## src/rtl/lrt_pkg.sv

```systemverilog
// ----------------------------------------------------------------------------
// lrt_pkg
// Shared types, constants and helper functions of the layered ring tree
// path search block.
// ----------------------------------------------------------------------------
package lrt_pkg;

    localparam int MAX_LAYERS      = 6;
    localparam int NODE_W          = 6;
    localparam int NB_NODE_W       = NODE_W + 1;
    localparam int NODE_SLOTS      = 1 << NODE_W;
    localparam int LAYER_W         = 3;
    localparam int CFG_W           = 3;
    localparam int ALT_WIDTH       = 16;
    localparam int DIFF_W          = ALT_WIDTH + 1;
    localparam int COST_W          = 23;
    localparam int PRIO_W          = 24;
    localparam int PATH_W          = 22;
    localparam int QENT_W          = PRIO_W + NODE_W;
    localparam int NBI_W           = 3;
    localparam int QUEUE_DEPTH_DEF = 256;
    localparam int DIN_W           = 40;
    localparam int DOUT_W          = 32;

    localparam logic [COST_W-1:0] COST_MAX = {COST_W{1'b1}};
    localparam logic [PRIO_W-1:0] PRIO_MAX = {PRIO_W{1'b1}};
    localparam logic [PATH_W-1:0] PATH_MAX = {PATH_W{1'b1}};

    typedef logic [NODE_W-1:0]           node_t;
    typedef logic signed [ALT_WIDTH-1:0] alt_t;

    typedef enum logic {
        OP_WRITE  = 1'b0,
        OP_SEARCH = 1'b1
    } opcode_t;

    typedef enum logic [3:0] {
        ST_IDLE,
        ST_DECODE,
        ST_ALT_G,
        ST_TOTAL,
        ST_LOOP,
        ST_SCAN,
        ST_POP_RD,
        ST_POP_WR,
        ST_POP_CHK,
        ST_NB_RD,
        ST_NB_D,
        ST_NB_EV,
        ST_FINISH
    } state_t;

    typedef enum logic [1:0] {
        ASEL_START,
        ASEL_GOAL,
        ASEL_U,
        ASEL_V
    } alt_sel_t;

    typedef enum logic {
        BSEL_U,
        BSEL_V
    } bc_sel_t;

    typedef enum logic [2:0] {
        RK_WRITE,
        RK_REJECT,
        RK_FOUND,
        RK_NONE,
        RK_OVF
    } res_kind_t;

    typedef struct packed {
        logic      latch_item;
        logic      alt_wr;
        alt_sel_t  alt_sel;
        bc_sel_t   bc_sel;
        logic      init_search;
        logic      cap_alt_start;
        logic      cap_total;
        logic      scan_start;
        logic      scan_step;
        logic      pop_rd_last;
        logic      pop_wr;
        logic      cap_u;
        logic      nb_next;
        logic      cap_d;
        logic      relax;
        logic      pend_set;
        res_kind_t pend_kind;
        logic      out_load;
    } cmd_t;

    typedef struct packed {
        opcode_t op;
        logic    item_ok;
        logic    scan_done;
        logic    queue_empty;
        logic    u_is_goal;
        logic    nb_valid;
        logic    nb_last;
        logic    relax_take;
        logic    queue_full;
    } sts_t;

    // floor(log2(n)), zero for n of zero or one
    function automatic logic [LAYER_W-1:0] layer_of(input node_t n);
        logic [LAYER_W-1:0] k;
        k = '0;
        for (int i = 0; i < NODE_W; i++) begin
            if (n[i]) begin
                k = LAYER_W'(i);
            end
        end
        return k;
    endfunction

    // neighbor j of u in visiting order; parent of the root comes out as 0
    function automatic logic [NB_NODE_W-1:0] nb_node(input node_t u,
                                                      input logic [NBI_W-1:0] j,
                                                      input logic leaf);
        logic [NB_NODE_W-1:0] u7;
        logic [NB_NODE_W-1:0] base;
        logic [NB_NODE_W-1:0] top;
        logic [NB_NODE_W-1:0] left;
        logic [NB_NODE_W-1:0] right;
        logic [NB_NODE_W-1:0] par;
        logic [NB_NODE_W-1:0] res;
        u7    = {1'b0, u};
        base  = NB_NODE_W'(1) << layer_of(u);
        top   = (base << 1) - NB_NODE_W'(1);
        left  = (u7 == base) ? top : u7 - NB_NODE_W'(1);
        right = (u7 == top) ? base : u7 + NB_NODE_W'(1);
        par   = u7 >> 1;
        res   = '0;
        if (leaf) begin
            case (j)
                3'd0:    res = left;
                3'd1:    res = right;
                3'd2:    res = par;
                default: res = '0;
            endcase
        end else begin
            case (j)
                3'd0:    res = u7 << 1;
                3'd1:    res = (u7 << 1) | NB_NODE_W'(1);
                3'd2:    res = par;
                3'd3:    res = left;
                3'd4:    res = right;
                default: res = '0;
            endcase
        end
        return res;
    endfunction

endpackage

```

## src/rtl/lrt_ctrl.sv

```systemverilog
// ----------------------------------------------------------------------------
// lrt_ctrl
// Sequencer of the path search: item intake, search loop (scan, pop,
// neighbor relax) and the result register handshake.
// ----------------------------------------------------------------------------
module lrt_ctrl (
    input  logic          aclk,
    input  logic          aresetn,
    input  logic          s_tvalid,
    output logic          s_tready,
    output logic          m_tvalid,
    input  logic          m_tready,
    input  lrt_pkg::sts_t sts,
    output lrt_pkg::cmd_t cmd
);
    import lrt_pkg::*;

    state_t state_reg, state_next;
    logic   m_valid_reg, m_valid_next;

    always_ff @(posedge aclk) begin
        if (!aresetn) begin
            state_reg   <= ST_IDLE;
            m_valid_reg <= 1'b0;
        end else begin
            state_reg   <= state_next;
            m_valid_reg <= m_valid_next;
        end
    end

    assign s_tready = (state_reg == ST_IDLE);
    assign m_tvalid = m_valid_reg;

    always_comb begin
        state_next     = state_reg;
        cmd            = '0;
        cmd.alt_sel    = ASEL_V;
        cmd.bc_sel     = BSEL_V;
        cmd.pend_kind  = RK_NONE;
        m_valid_next   = m_valid_reg && !m_tready;
        unique case (state_reg)
            ST_IDLE: begin
                cmd.latch_item = s_tvalid;
                if (s_tvalid) begin
                    state_next = ST_DECODE;
                end
            end
            ST_DECODE: begin
                cmd.alt_sel = ASEL_START;
                if (sts.op == OP_WRITE) begin
                    cmd.alt_wr    = sts.item_ok;
                    cmd.pend_set  = 1'b1;
                    cmd.pend_kind = RK_WRITE;
                    state_next    = ST_FINISH;
                end else if (!sts.item_ok) begin
                    cmd.pend_set  = 1'b1;
                    cmd.pend_kind = RK_REJECT;
                    state_next    = ST_FINISH;
                end else begin
                    cmd.init_search = 1'b1;
                    state_next      = ST_ALT_G;
                end
            end
            ST_ALT_G: begin
                cmd.cap_alt_start = 1'b1;
                cmd.alt_sel       = ASEL_GOAL;
                state_next        = ST_TOTAL;
            end
            ST_TOTAL: begin
                cmd.alt_sel   = ASEL_GOAL;
                cmd.cap_total = 1'b1;
                state_next    = ST_LOOP;
            end
            ST_LOOP: begin
                if (sts.queue_empty) begin
                    cmd.pend_set  = 1'b1;
                    cmd.pend_kind = RK_NONE;
                    state_next    = ST_FINISH;
                end else begin
                    cmd.scan_start = 1'b1;
                    state_next     = ST_SCAN;
                end
            end
            ST_SCAN: begin
                cmd.scan_step = 1'b1;
                if (sts.scan_done) begin
                    state_next = ST_POP_RD;
                end
            end
            ST_POP_RD: begin
                cmd.pop_rd_last = 1'b1;
                state_next      = ST_POP_WR;
            end
            ST_POP_WR: begin
                cmd.pop_wr  = 1'b1;
                cmd.alt_sel = ASEL_U;
                cmd.bc_sel  = BSEL_U;
                state_next  = ST_POP_CHK;
            end
            ST_POP_CHK: begin
                cmd.alt_sel = ASEL_U;
                cmd.bc_sel  = BSEL_U;
                cmd.cap_u   = 1'b1;
                if (sts.u_is_goal) begin
                    cmd.pend_set  = 1'b1;
                    cmd.pend_kind = RK_FOUND;
                    state_next    = ST_FINISH;
                end else begin
                    state_next = ST_NB_RD;
                end
            end
            ST_NB_RD: begin
                if (sts.nb_valid) begin
                    state_next = ST_NB_D;
                end else if (sts.nb_last) begin
                    state_next = ST_LOOP;
                end else begin
                    cmd.nb_next = 1'b1;
                end
            end
            ST_NB_D: begin
                cmd.cap_d  = 1'b1;
                state_next = ST_NB_EV;
            end
            ST_NB_EV: begin
                if (sts.relax_take && sts.queue_full) begin
                    cmd.relax     = 1'b1;
                    cmd.pend_set  = 1'b1;
                    cmd.pend_kind = RK_OVF;
                    state_next    = ST_FINISH;
                end else begin
                    cmd.relax = sts.relax_take;
                    if (sts.nb_last) begin
                        state_next = ST_LOOP;
                    end else begin
                        cmd.nb_next = 1'b1;
                        state_next  = ST_NB_RD;
                    end
                end
            end
            ST_FINISH: begin
                if (!m_valid_reg || m_tready) begin
                    cmd.out_load = 1'b1;
                    m_valid_next = 1'b1;
                    state_next   = ST_IDLE;
                end
            end
            default: begin
                state_next = ST_IDLE;
            end
        endcase
    end

    a_ready_idle_only: assert property (@(posedge aclk) disable iff (!aresetn)
        (state_reg != ST_IDLE) |-> !s_tready)
        else $error("input ready outside idle");

    a_accept_decodes: assert property (@(posedge aclk) disable iff (!aresetn)
        (s_tvalid && s_tready) |=> (state_reg == ST_DECODE))
        else $error("accepted item not decoded");

    a_finish_loads: assert property (@(posedge aclk) disable iff (!aresetn)
        (state_reg == ST_FINISH && (!m_valid_reg || m_tready)) |=>
        (m_valid_reg && state_reg == ST_IDLE))
        else $error("result not presented");

endmodule

```

## config.mk

```make
export PLATFORM = sky130hd
export DESIGN_NAME = lrt_ctrl
export DESIGN_NICKNAME = d
export VERILOG_FILES = /design/src/rtl/lrt_pkg.sv /design/src/rtl/lrt_ctrl.sv
export SDC_FILE = /design/constraint.sdc
export NUM_CORES = 1
export LEC_CHECK = 0
export ABC_CLOCK_PERIOD_IN_PS = 2600
export BUFFER_PORTS_ARGS = -buffer_cell sky130_fd_sc_hd__buf_4
export CAP_MARGIN = 20
export CORE_ASPECT_RATIO = 1.5
export CORE_UTILIZATION = 25
export DETAILED_ROUTE_END_ITERATION = 16
export SKIP_CTS_REPAIR_TIMING = 1
export SLEW_MARGIN = 10
export SYNTH_ARGS = -nofsm -noshare
export SYNTH_HDL_FRONTEND = slang
export SYNTH_SLANG_ARGS = --single-unit
```

## constraint.sdc

```tcl
create_clock -name aclk -period 2.6 [get_ports aclk]
set_clock_uncertainty 0.2 [all_clocks]
set_input_delay 0.13 -clock aclk [delete_from_list [all_inputs] [get_ports aclk]]
set_output_delay 0.13 -clock aclk [all_outputs]
set_load 0.02 [all_outputs]
```

Word level (Yosys, flattened, before mapping)
Index checks and enable logic that the tools add are counted.

Output and inout port bits: 23. Bits in writable memories: 0. Bits in registers: 5. Logic and storage cells: 72. Latch bits: 0. ROM bits: 0. Memories: 0. Input port bits: 13.

Bitwise gates (word level): 0. Reduce and logical (&&, ||, !) cells: 9. Divide/modulo/power cells: 0. Add/subtract/negate cells: 0. Magnitude comparators: 0. Shifts and indexed selects: 0. Muxes and demuxes: 45. Equal/unequal tests: 16. Multiply operators: 0.

Operators with widths (count): two-way mux 4 bit (15); one-hot mux 4 bit (13 select lines) (1); two-way mux 1 bit (25); == test 4 bit, second input constant (5); == test 4 x 3 -> 1 bit, second input constant (4); one-hot mux 4 bit (4 select lines) (1); == test 4 x 2 -> 1 bit, second input constant (2); inequality test 2 bit, second input constant (3); one-hot mux 2 bit (3 select lines) (1); == test 4 x 1 -> 1 bit, second input constant (1); logical NOT 4 bit (1); AND reduction 4 bit (1); OR reduction 2 bit (2); two-way mux 3 bit (1); inequality test 3 bit, second input constant (1); logical AND 1 bit (2); logical NOT 1 bit (2); one-hot mux 1 bit (2 select lines) (1); logical OR 1 bit (1).

Longest topological paths before layout
Gate-level depths: netlist of run 1.

Depth in word-level cells: 4. Depth in mapped cells: 5. Depth with buffers taken out: 4.

Worst setup path after synthesis of run 1
Ideal clock, no wire load.

Path kind: reg-to-output. From: reg state_reg[0]. To: out cmd[7] (netlist bit). Path slack: 849 ps. Required time: 2270 ps. Stages on the path, launching flop included: 4. Buffers on the path: 1. Arrival time: 1421 ps. Path through: dfxtp_1 buf_2 nand2_1 o41ai_1.

RTL lines: start, declared (line lrt_ctrl.sv:18) `state_t state_reg, state_next;`; start signal, assigned (line lrt_ctrl.sv:26) `state_reg <= state_next;`; end, declared (line lrt_ctrl.sv:14) `output lrt_pkg::cmd_t cmd`.

==> results of run 1 <==
==> layer usage <==
layer	up-vias	routed length, µm	global-route usage [%]
li1	424	-	-
met1	377	821	17.9
met2	29	1100	27.1
met3	2	97	1.13
met4	0	21	6.06
met5	-	0	0
==> final cells by class <==
class,count,area [µm²]
fillers,281,1470
multi-input cells,82,497
repair buffers,37,280
flip-flops and latches,5,100
well taps,24,30.0
clock buffers,4,26.3
inverters,5,18.8
==> worst max-delay path, stage by stage, from the launching register on <==
cell and delay [ns]:
dfxtp_1 0.71, nand2b_4 0.14, or4_4 0.53, o41ai_1 0.08, buf_4 0.20
==> power breakdown <==
part	switching, µW	internal (µW)	total, µW
logic	456	368	823
registers	120	108	228
clock network	30.1	57.9	88.0
total	605	534	1140
==> worst paths after layout <==
check / endpoint / cells after the start
setup / recovery: cmd[7] / 4
hold / removal: m_tvalid$_SDFF_PN0_ / 3
setup reg to reg: state_reg[3]$_SDFFE_PN0P_ / 4
hold reg to reg: m_tvalid$_SDFF_PN0_ / 2
==> per-stage QoR <==
step                setup WS (ns)  instance area [µm²]  cells  utilization [%]
floorplan                   0.849                  637     97                -
global placement            0.649                  916    152             37.8
detailed placement          0.567                  916    152             37.8
CTS                         0.366                  942    156             38.9
global route                0.282                  952    157             39.3
finish                      0.366                  952    157             39.3
==> kinds of logic (layout without fill, tap and decap cells) <==
group                  after synthesis  count (layout)
AO/OA/AOI/OAI                       25              25
XOR/XNOR                             1               1
AND/OR/NAND/NOR                     56              56
buffers and inverters               10              46
flip-flops                           5               5
==> placed cells by master, fill, tap and decap left out, types with 4 or more instances in the layout <==
| cell | count |
|---|---|
| nor2b_1 | 5 |
| nor3_1 | 6 |
| nand3_1 | 4 |
| nand2_1 | 11 |
| nand2b_1 | 4 |
| dfxtp_1 | 5 |
| a21oi_1 | 4 |
| nor2_1 | 13 |
| buf_4 | 36 |
==> qor.txt, run 1 <==
FMAX -> 0.448 GHz
Post-Synth Adder-Cell Area -> 0%
Worst hold start -> m_tready
Max Cap Viol -> 0
CTS tree -> built
Global-route wire length before repair -> 3.31 mm
Post-synth EDFFs -> 0
Hold/Removal Path Class -> input port to flop
Final wirelength -> 2.04 mm
Drt drc -> 0
Top cell type's share of synthesized area -> 15.7%
Most common flop cell mapped by yosys -> dfxtp_1
Pin count of the biggest net entering global routing -> 18
Clk root buf -> clkbuf_4
Cell variety after synth -> 39
Vias/cell -> 5.30
CP arrival -> 1.90 ns
Skew-Pair Late Insertion Delay -> 0.24 ns
Synth cell count leaders -> nor2_1 (13), nand2_1 (11), nor3_1 (6), dfxtp_1 (5), nor2b_1 (5)
DRT iter0 DRCs -> 17
Critical Path Source -> state_reg[3]$_SDFFE_PN0P_
Critical Path Start Type -> flop
Crit. End Element -> output port
Outcome -> completed
FF+latch count, synth -> 5
Slew @ Worst Pin -> 0.618 ns
Final Hold Fails -> 0
Tot Pwr -> 1140 µW
Crit Path Class -> flop to output port
Final worst-path cycle share -> 85.9%
CP Max Fanout -> 17
Drt first pass iters -> 4
CP required -> 2.27 ns
Worst R2R Start -> state_reg[3]$_SDFFE_PN0P_
I/O Buffers -> 35
CTS max path bufs -> 2
RSZ-0062 raised after global routing -> false
Leading post-synthesis cells by cell area -> dfxtp_1 (16%), nor2_1 (7.7%), nand2_1 (6.5%)
H-tree depth -> 1
Syn Area/Cell -> 6.57 µm²
Die height -> 63.8 µm
Die area -> 2760 µm²
Top-count cell post-synth -> nor2_1
Clk slew on worst S/H paths -> 0.04 ns
Num ports -> 36
Final Max Tran Viols -> 0
Multiplexer share of the synthesized area -> 0%
Detailed Place HPWL -> 1.61 mm
Syn Nets -> 110
Leak -> 0.000424 µW
Final setup vio count -> 0
Initial Util -> 26.3%
Mapped cell area -> 637 µm²
Setup total negative slack -> 0 ns
Yosys warns -> 0
Antenna-violating nets left -> 0
Dominant cell type by area after synthesis -> dfxtp_1
RD Place Congestion -> 0.842
Gr usage total -> 15.1%
Post-Synth Simple-Gate Area -> 47.0%
Total gr overflow -> 0
Pwr per Cell Area -> 1200 nW/µm²
Layout Nets -> 147
Max reg flops -> 4
CTS Buf Count -> 3
Reg-to-reg setup timing slack -> 0.56 ns
Tmin final -> 2.23 ns
Core Rows -> 22
Antenna Cells -> 0
Gate Count Post-Synth -> 97
Largest family of logic cells by synthesized area -> simple AND/OR/NAND/NOR gates
Vias in the first global route -> 742
Area added between synthesis and finish -> 49.5%
Clock sink total -> 5
Share of cells above drive strength 1 -> 34.6%
Worst slew margin -> 58.7%
Initial antenna violation count -> 0
Hold slack -> 0.0292 ns
Vias -> 832
Core area -> 2420 µm²
Fraction of registers with async set/reset -> 0%
Wirelength per Cell -> 13.0 µm
Seq/Total Area, Yosys -> 15.7%
Post-synthesis xor/xnor area fraction -> 1.38%
Max IR drop VDD -> 739 µV
Compound-Gate Fraction of Synth Area -> 29.7%
Die width -> 43.2 µm
Note: power is estimated with default switching activity, not from simulation.
==> run 2: changes to the inputs <==
Settings changed: PLACE_DENSITY set to 0.49.
==> run 2 against run 1 <==
Die area is the same. Sequential power decreased by 3%. Global-route usage down 0.82 points. Core utilization stayed put. Power is essentially flat. Sequential cell count did not move. Critical path type unchanged. Critical endpoint unchanged. Largest cell class unchanged.
==> qor.txt, run 2 (same netlist as run 1, synthesis figures left out) <==
Worst slew margin -> 57.8%
Drt first pass iters -> 6
Die height -> 63.8 µm
Tmin final -> 2.27 ns
Cell chain of the critical path -> nand2b_4, or4_4, o41ai_1, buf_4
Internal -> 534 µW
Max IR drop VDD -> 676 µV
Place WS -> 0.517 ns
Share of cells above drive strength 1 -> 34.6%
CP max stage cell -> dfxtp_1
Final setup vio count -> 0
CTS max path bufs -> 2
Reg-to-reg setup timing slack -> 0.51 ns
RSZ-0062 raised after global routing -> false
Wirelength per Cell -> 12.8 µm
Vias/cell -> 5.26
FMAX -> 0.440 GHz
Fillcell total -> 286
R2R cell count -> 4
Hold Path Depth -> 3
Busiest grt layer -> met2
Core Rows -> 22
GR Layer Usage met3 -> 2.26%
CTS tree -> built
Cell Area, Placed -> 916 µm²
Sw frac -> 53.2%
Leak -> 0.000424 µW
RD Place Congestion -> 0.793
Die area -> 2760 µm²
Initial Util -> 26.3%
Antenna-violating nets left -> 0
Final wirelength -> 2.01 mm
Layout Nets -> 147
Max Cap Viol -> 0
Pin count of the biggest net entering global routing -> 18
Hold/Removal Path Class -> input port to flop
Top delay family on crit path -> flip-flops
Switching pwr -> 606 µW
Reg2reg end -> state_reg[3]$_SDFFE_PN0P_
Antenna Cells -> 0
Max reg flops -> 4
Final Max Tran Viols -> 0
Final setup margin -> 0.326 ns
Combinational power share -> 72.7%
Worst R2R Start -> state_reg[3]$_SDFFE_PN0P_
WHS Endpoint -> m_tvalid$_SDFF_PN0_
M1 GR Usage -> 17.6%
Clk slew on worst S/H paths -> 0.04 ns
Drt drc -> 0
Final Instance Area -> 952 µm²
Gr usage total -> 14.3%
Vias in the first global route -> 719
I/O Buffers -> 35
CP Max Fanout -> 17
Most frequent cells in the layout -> buf_4 (36), nor2_1 (13), nand2_1 (11)
Critical path's largest stage delay -> 0.72 ns
Critical Path Start Type -> flop
Worst hold start -> m_tready
CTS Buf Count -> 3
Skew-Pair Late Insertion Delay -> 0.24 ns
Global-route wire length before repair -> 3.08 mm
CP required -> 2.27 ns
CP arrival -> 1.94 ns
Crit. End Element -> output port
Clk root buf -> clkbuf_4
Part of the power in registers -> 19.4%
Initial antenna violation count -> 0
Pwr per Cell Area -> 1200 nW/µm²
Area added between synthesis and finish -> 49.5%
Core area -> 2420 µm²
Clock group share of total power -> 8.0%
Clock sink total -> 5
DRT iter0 DRCs -> 23
Final Hold Fails -> 0
Detailed Place HPWL -> 1.59 mm
Crit path buffers/inverters -> 1
Die width -> 43.2 µm
Slew @ Worst Pin -> 0.632 ns
Setup total negative slack -> 0 ns
H-tree depth -> 1
Met2 Use GR -> 24.3%
Vias -> 826
Most common cell after layout, fill and taps aside -> buf_4
Final worst-path cycle share -> 87.5%
Num ports -> 36
Crit Path Class -> flop to output port
Outcome -> completed
Total gr overflow -> 0
[run 2: worst max-delay path by stage]
stage,depth (start not counted),end,slack [ns],startpoint
after global routing,4,cmd[7],0.23,state_reg[3]$_SDFFE_PN0P_
final,4,cmd[7],0.33,state_reg[3]$_SDFFE_PN0P_
after floorplan,3,cmd[7],0.85,state_reg[0]$_SDFFE_PN0P_
after CTS,4,cmd[7],0.33,state_reg[3]$_SDFFE_PN0P_
after detailed placement,4,state_reg[3]$_SDFFE_PN0P_,0.52,state_reg[3]$_SDFFE_PN0P_
after global placement,4,state_reg[3]$_SDFFE_PN0P_,0.51,state_reg[3]$_SDFFE_PN0P_
[run 2: cell type report]
cell class                      count  area [µm²]  share of cell area, %
Clock buffer                        4        26.3                   2.76
Inverter                            5        18.8                   1.97
Multi-Input combinational cell     82         497                   52.2
Sequential cell                     5         100                   10.5
Tap cell                           24        30.0                   3.15
Timing Repair Buffer               37         280                   29.4
[run 2: power groups by stage]
stage                     registers [µW]  logic (µW)  clock network (µW)
after global routing                 237         906                98.0
after CTS                            220         835                95.0
after global placement               221         834                   0
after floorplan                      142         622                   0
final                                221         828                90.8
after detailed placement             221         834                   0
[run 2: worst register-to-register path, stage by stage (launching register included)]
cell	delay [ns]
dfxtp_1	0.72
nand2b_1	0.30
o32a_1	0.26
nand3_1	0.15
o311a_1	0.36
[run 2: routing by layer]
layer	routed length, µm	vias up
met4	0	0
met2	1050	24
met3	111	0
met1	847	373
met5	0	-
li1	-	429
[run 2: metrics by stage]
step | power [µW] | utilization [%] | std cells | hold slack (ns)
3_3_place_gp | 1060 | 37.8 | 152 | 0.209
5_1_grt | 1240 | 39.3 | 157 | 0.0126
2_1_floorplan | 764 | - | 97 | 0.0612
3_5_place_dp | 1050 | 37.8 | 152 | 0.212
6_report | 1140 | 39.3 | 157 | 0.00612
4_1_cts | 1150 | 38.9 | 156 | -0.0463
==> run 3: changes to the inputs <==
Settings changed: REMOVE_ABC_BUFFERS set to 1.
==> run 3 against run 2 <==
Cell count grew 0.64%. Via count grew 0.97%. Core utilization grew 0.31 points. Clock power shrank 2%. Worst setup slack gained 0.13 ns. Worst hold slack lost 0.00091 ns. Non-clock buffer count grew 1. Sequential cell count is the same. Fmax grew 6.1%. Power grew 0.71%. First-iteration DRC count shrank 26%. Combinational power grew 2.4%. Largest power group unchanged.
==> qor.txt, run 3 (same netlist as run 1, synthesis figures left out) <==
Drt drc -> 0
Tot Pwr -> 1150 µW
Final wirelength -> 2.00 mm
Combinational power share -> 73.9%
Wirelength per Cell -> 12.7 µm
FMAX -> 0.467 GHz
Final Max Tran Viols -> 0
Worst slew margin -> 64.3%
Skew-Pair Late Insertion Delay -> 0.24 ns
CP Max Fanout -> 13
Final setup vio count -> 0
Clk slew on worst S/H paths -> 0.05 ns
Final core occ -> 39.6%
Crit. End Element -> output port
Antenna-violating nets left -> 0
DRT iter0 DRCs -> 17
Worst hold start -> m_tready
CTS max path bufs -> 2
Most common cell after layout, fill and taps aside -> buf_4
Layout Nets -> 148
CTS Buf Count -> 3
Leak -> 0.000429 µW
Max reg flops -> 4
Share of cells above drive strength 1 -> 35.1%
Total gr overflow -> 0
Setup total negative slack -> 0 ns
Reg-to-reg setup timing slack -> 0.69 ns
Reg2reg end -> state_reg[0]$_SDFFE_PN0P_
Num ports -> 36
Part of the power in registers -> 18.4%
Die height -> 63.8 µm
Clock sink total -> 5
RSZ-0062 raised after global routing -> false
Detailed Place HPWL -> 1.60 mm
Core Rows -> 22
Final worst-path cycle share -> 82.4%
WHS Endpoint -> m_tvalid$_SDFF_PN0_
Internal -> 542 µW
Initial antenna violation count -> 0
Most frequent cells in the layout -> buf_4 (37), nor2_1 (13), nand2_1 (11)
Pwr per Cell Area -> 1200 nW/µm²
Core area -> 2420 µm²
Tmin final -> 2.14 ns
Initial Util -> 26.3%
Vias/cell -> 5.28
Sw frac -> 52.8%
Die area -> 2760 µm²
Switching pwr -> 606 µW
Vias -> 834
Worst R2R Start -> state_reg[2]$_SDFFE_PN0P_
Global-route wire length before repair -> 3.20 mm
Area added between synthesis and finish -> 50.7%
RD Place Congestion -> 0.738
Max Cap Viol -> 0
CP required -> 2.27 ns
Antenna Cells -> 0
R2R cell count -> 4
Crit Path Class -> flop to output port
Hold Path Depth -> 3
Hold/Removal Path Class -> input port to flop
Vias in the first global route -> 744
Die width -> 43.2 µm
Clk root buf -> clkbuf_4
I/O Buffers -> 35
Outcome -> completed
Slew @ Worst Pin -> 0.535 ns
Pin count of the biggest net entering global routing -> 18
Max IR drop VDD -> 662 µV
Drt first pass iters -> 4
CP arrival -> 1.81 ns
Critical Path Start Type -> flop
Gr usage total -> 14.2%
Clock group share of total power -> 7.7%
H-tree depth -> 1
Final Hold Fails -> 0
CTS tree -> built
run 3: changes by cell type in the layout (fill, tap and decap cells not counted):
cell	change
buf_4	+1
run 3: per-layer routing:
| layer | global-route usage [%] | part of all wire, % | vias to the layer above |
|---|---|---|---|
| li1 | - | - | 432 |
| met1 | 17.6 | 43 | 386 |
| met2 | 25.6 | 54 | 16 |
| met3 | 1.41 | 3.2 | 0 |
| met4 | 3.41 | 0 | 0 |
| met5 | 0 | 0 | - |
run 3: worst max-delay path, stage by stage, from the launching register on:
cell and delay (ns):
dfxtp_1 0.58, nand2_1 0.30, o41ai_1 0.47, buf_4 0.21
run 3: metrics by stage:
| step | hold WS (ns) | setup slack (ns) | std cells | area [µm²] |
|---|---|---|---|---|
| 3_5_place_dp | 0.213 | 0.699 | 153 | 923 |
| 4_1_cts | -0.0369 | 0.471 | 157 | 950 |
| 2_1_floorplan | 0.0612 | 0.643 | 92 | 616 |
| 3_3_place_gp | 0.212 | 0.669 | 153 | 923 |
| 6_report | 0.00520 | 0.457 | 158 | 960 |
| 5_1_grt | 0.0228 | 0.311 | 158 | 960 |
run 3: power groups by stage:
stage / logic (µW) / registers, µW / clock network [µW]
finish: 848 / 211 / 88.9
global route: 922 / 221 / 99.7
CTS: 852 / 209 / 93.6
detailed placement: 850 / 211 / 0
global placement: 856 / 213 / 0
floorplan: 541 / 201 / 0
run 3: worst max-delay path by stage:
stage                              startpoint  cells after the start  slack, ns                   endpoint
finish              state_reg[0]$_SDFFE_PN0P_                      3       0.46                     cmd[7]
global placement    state_reg[2]$_SDFFE_PN0P_                      4       0.67  state_reg[0]$_SDFFE_PN0P_
global route        state_reg[1]$_SDFFE_PN0P_                      5       0.31                     cmd[4]
floorplan           state_reg[0]$_SDFFE_PN0P_                      2       0.64                     cmd[7]
CTS                 state_reg[0]$_SDFFE_PN0P_                      3       0.47                     cmd[7]
detailed placement  state_reg[2]$_SDFFE_PN0P_                      4       0.70  state_reg[0]$_SDFFE_PN0P_
run 3: area by class of cell:
| type | instances | area, µm² |
|---|---|---|
| Sequential cell | 5 | 100 |
| Fill cell | 273 | 1460 |
| Tap cell | 24 | 30.0 |
| Timing Repair Buffer | 38 | 288 |
| Multi-Input combinational cell | 82 | 497 |
| Inverter | 5 | 18.8 |
| Clock buffer | 4 | 26.3 |
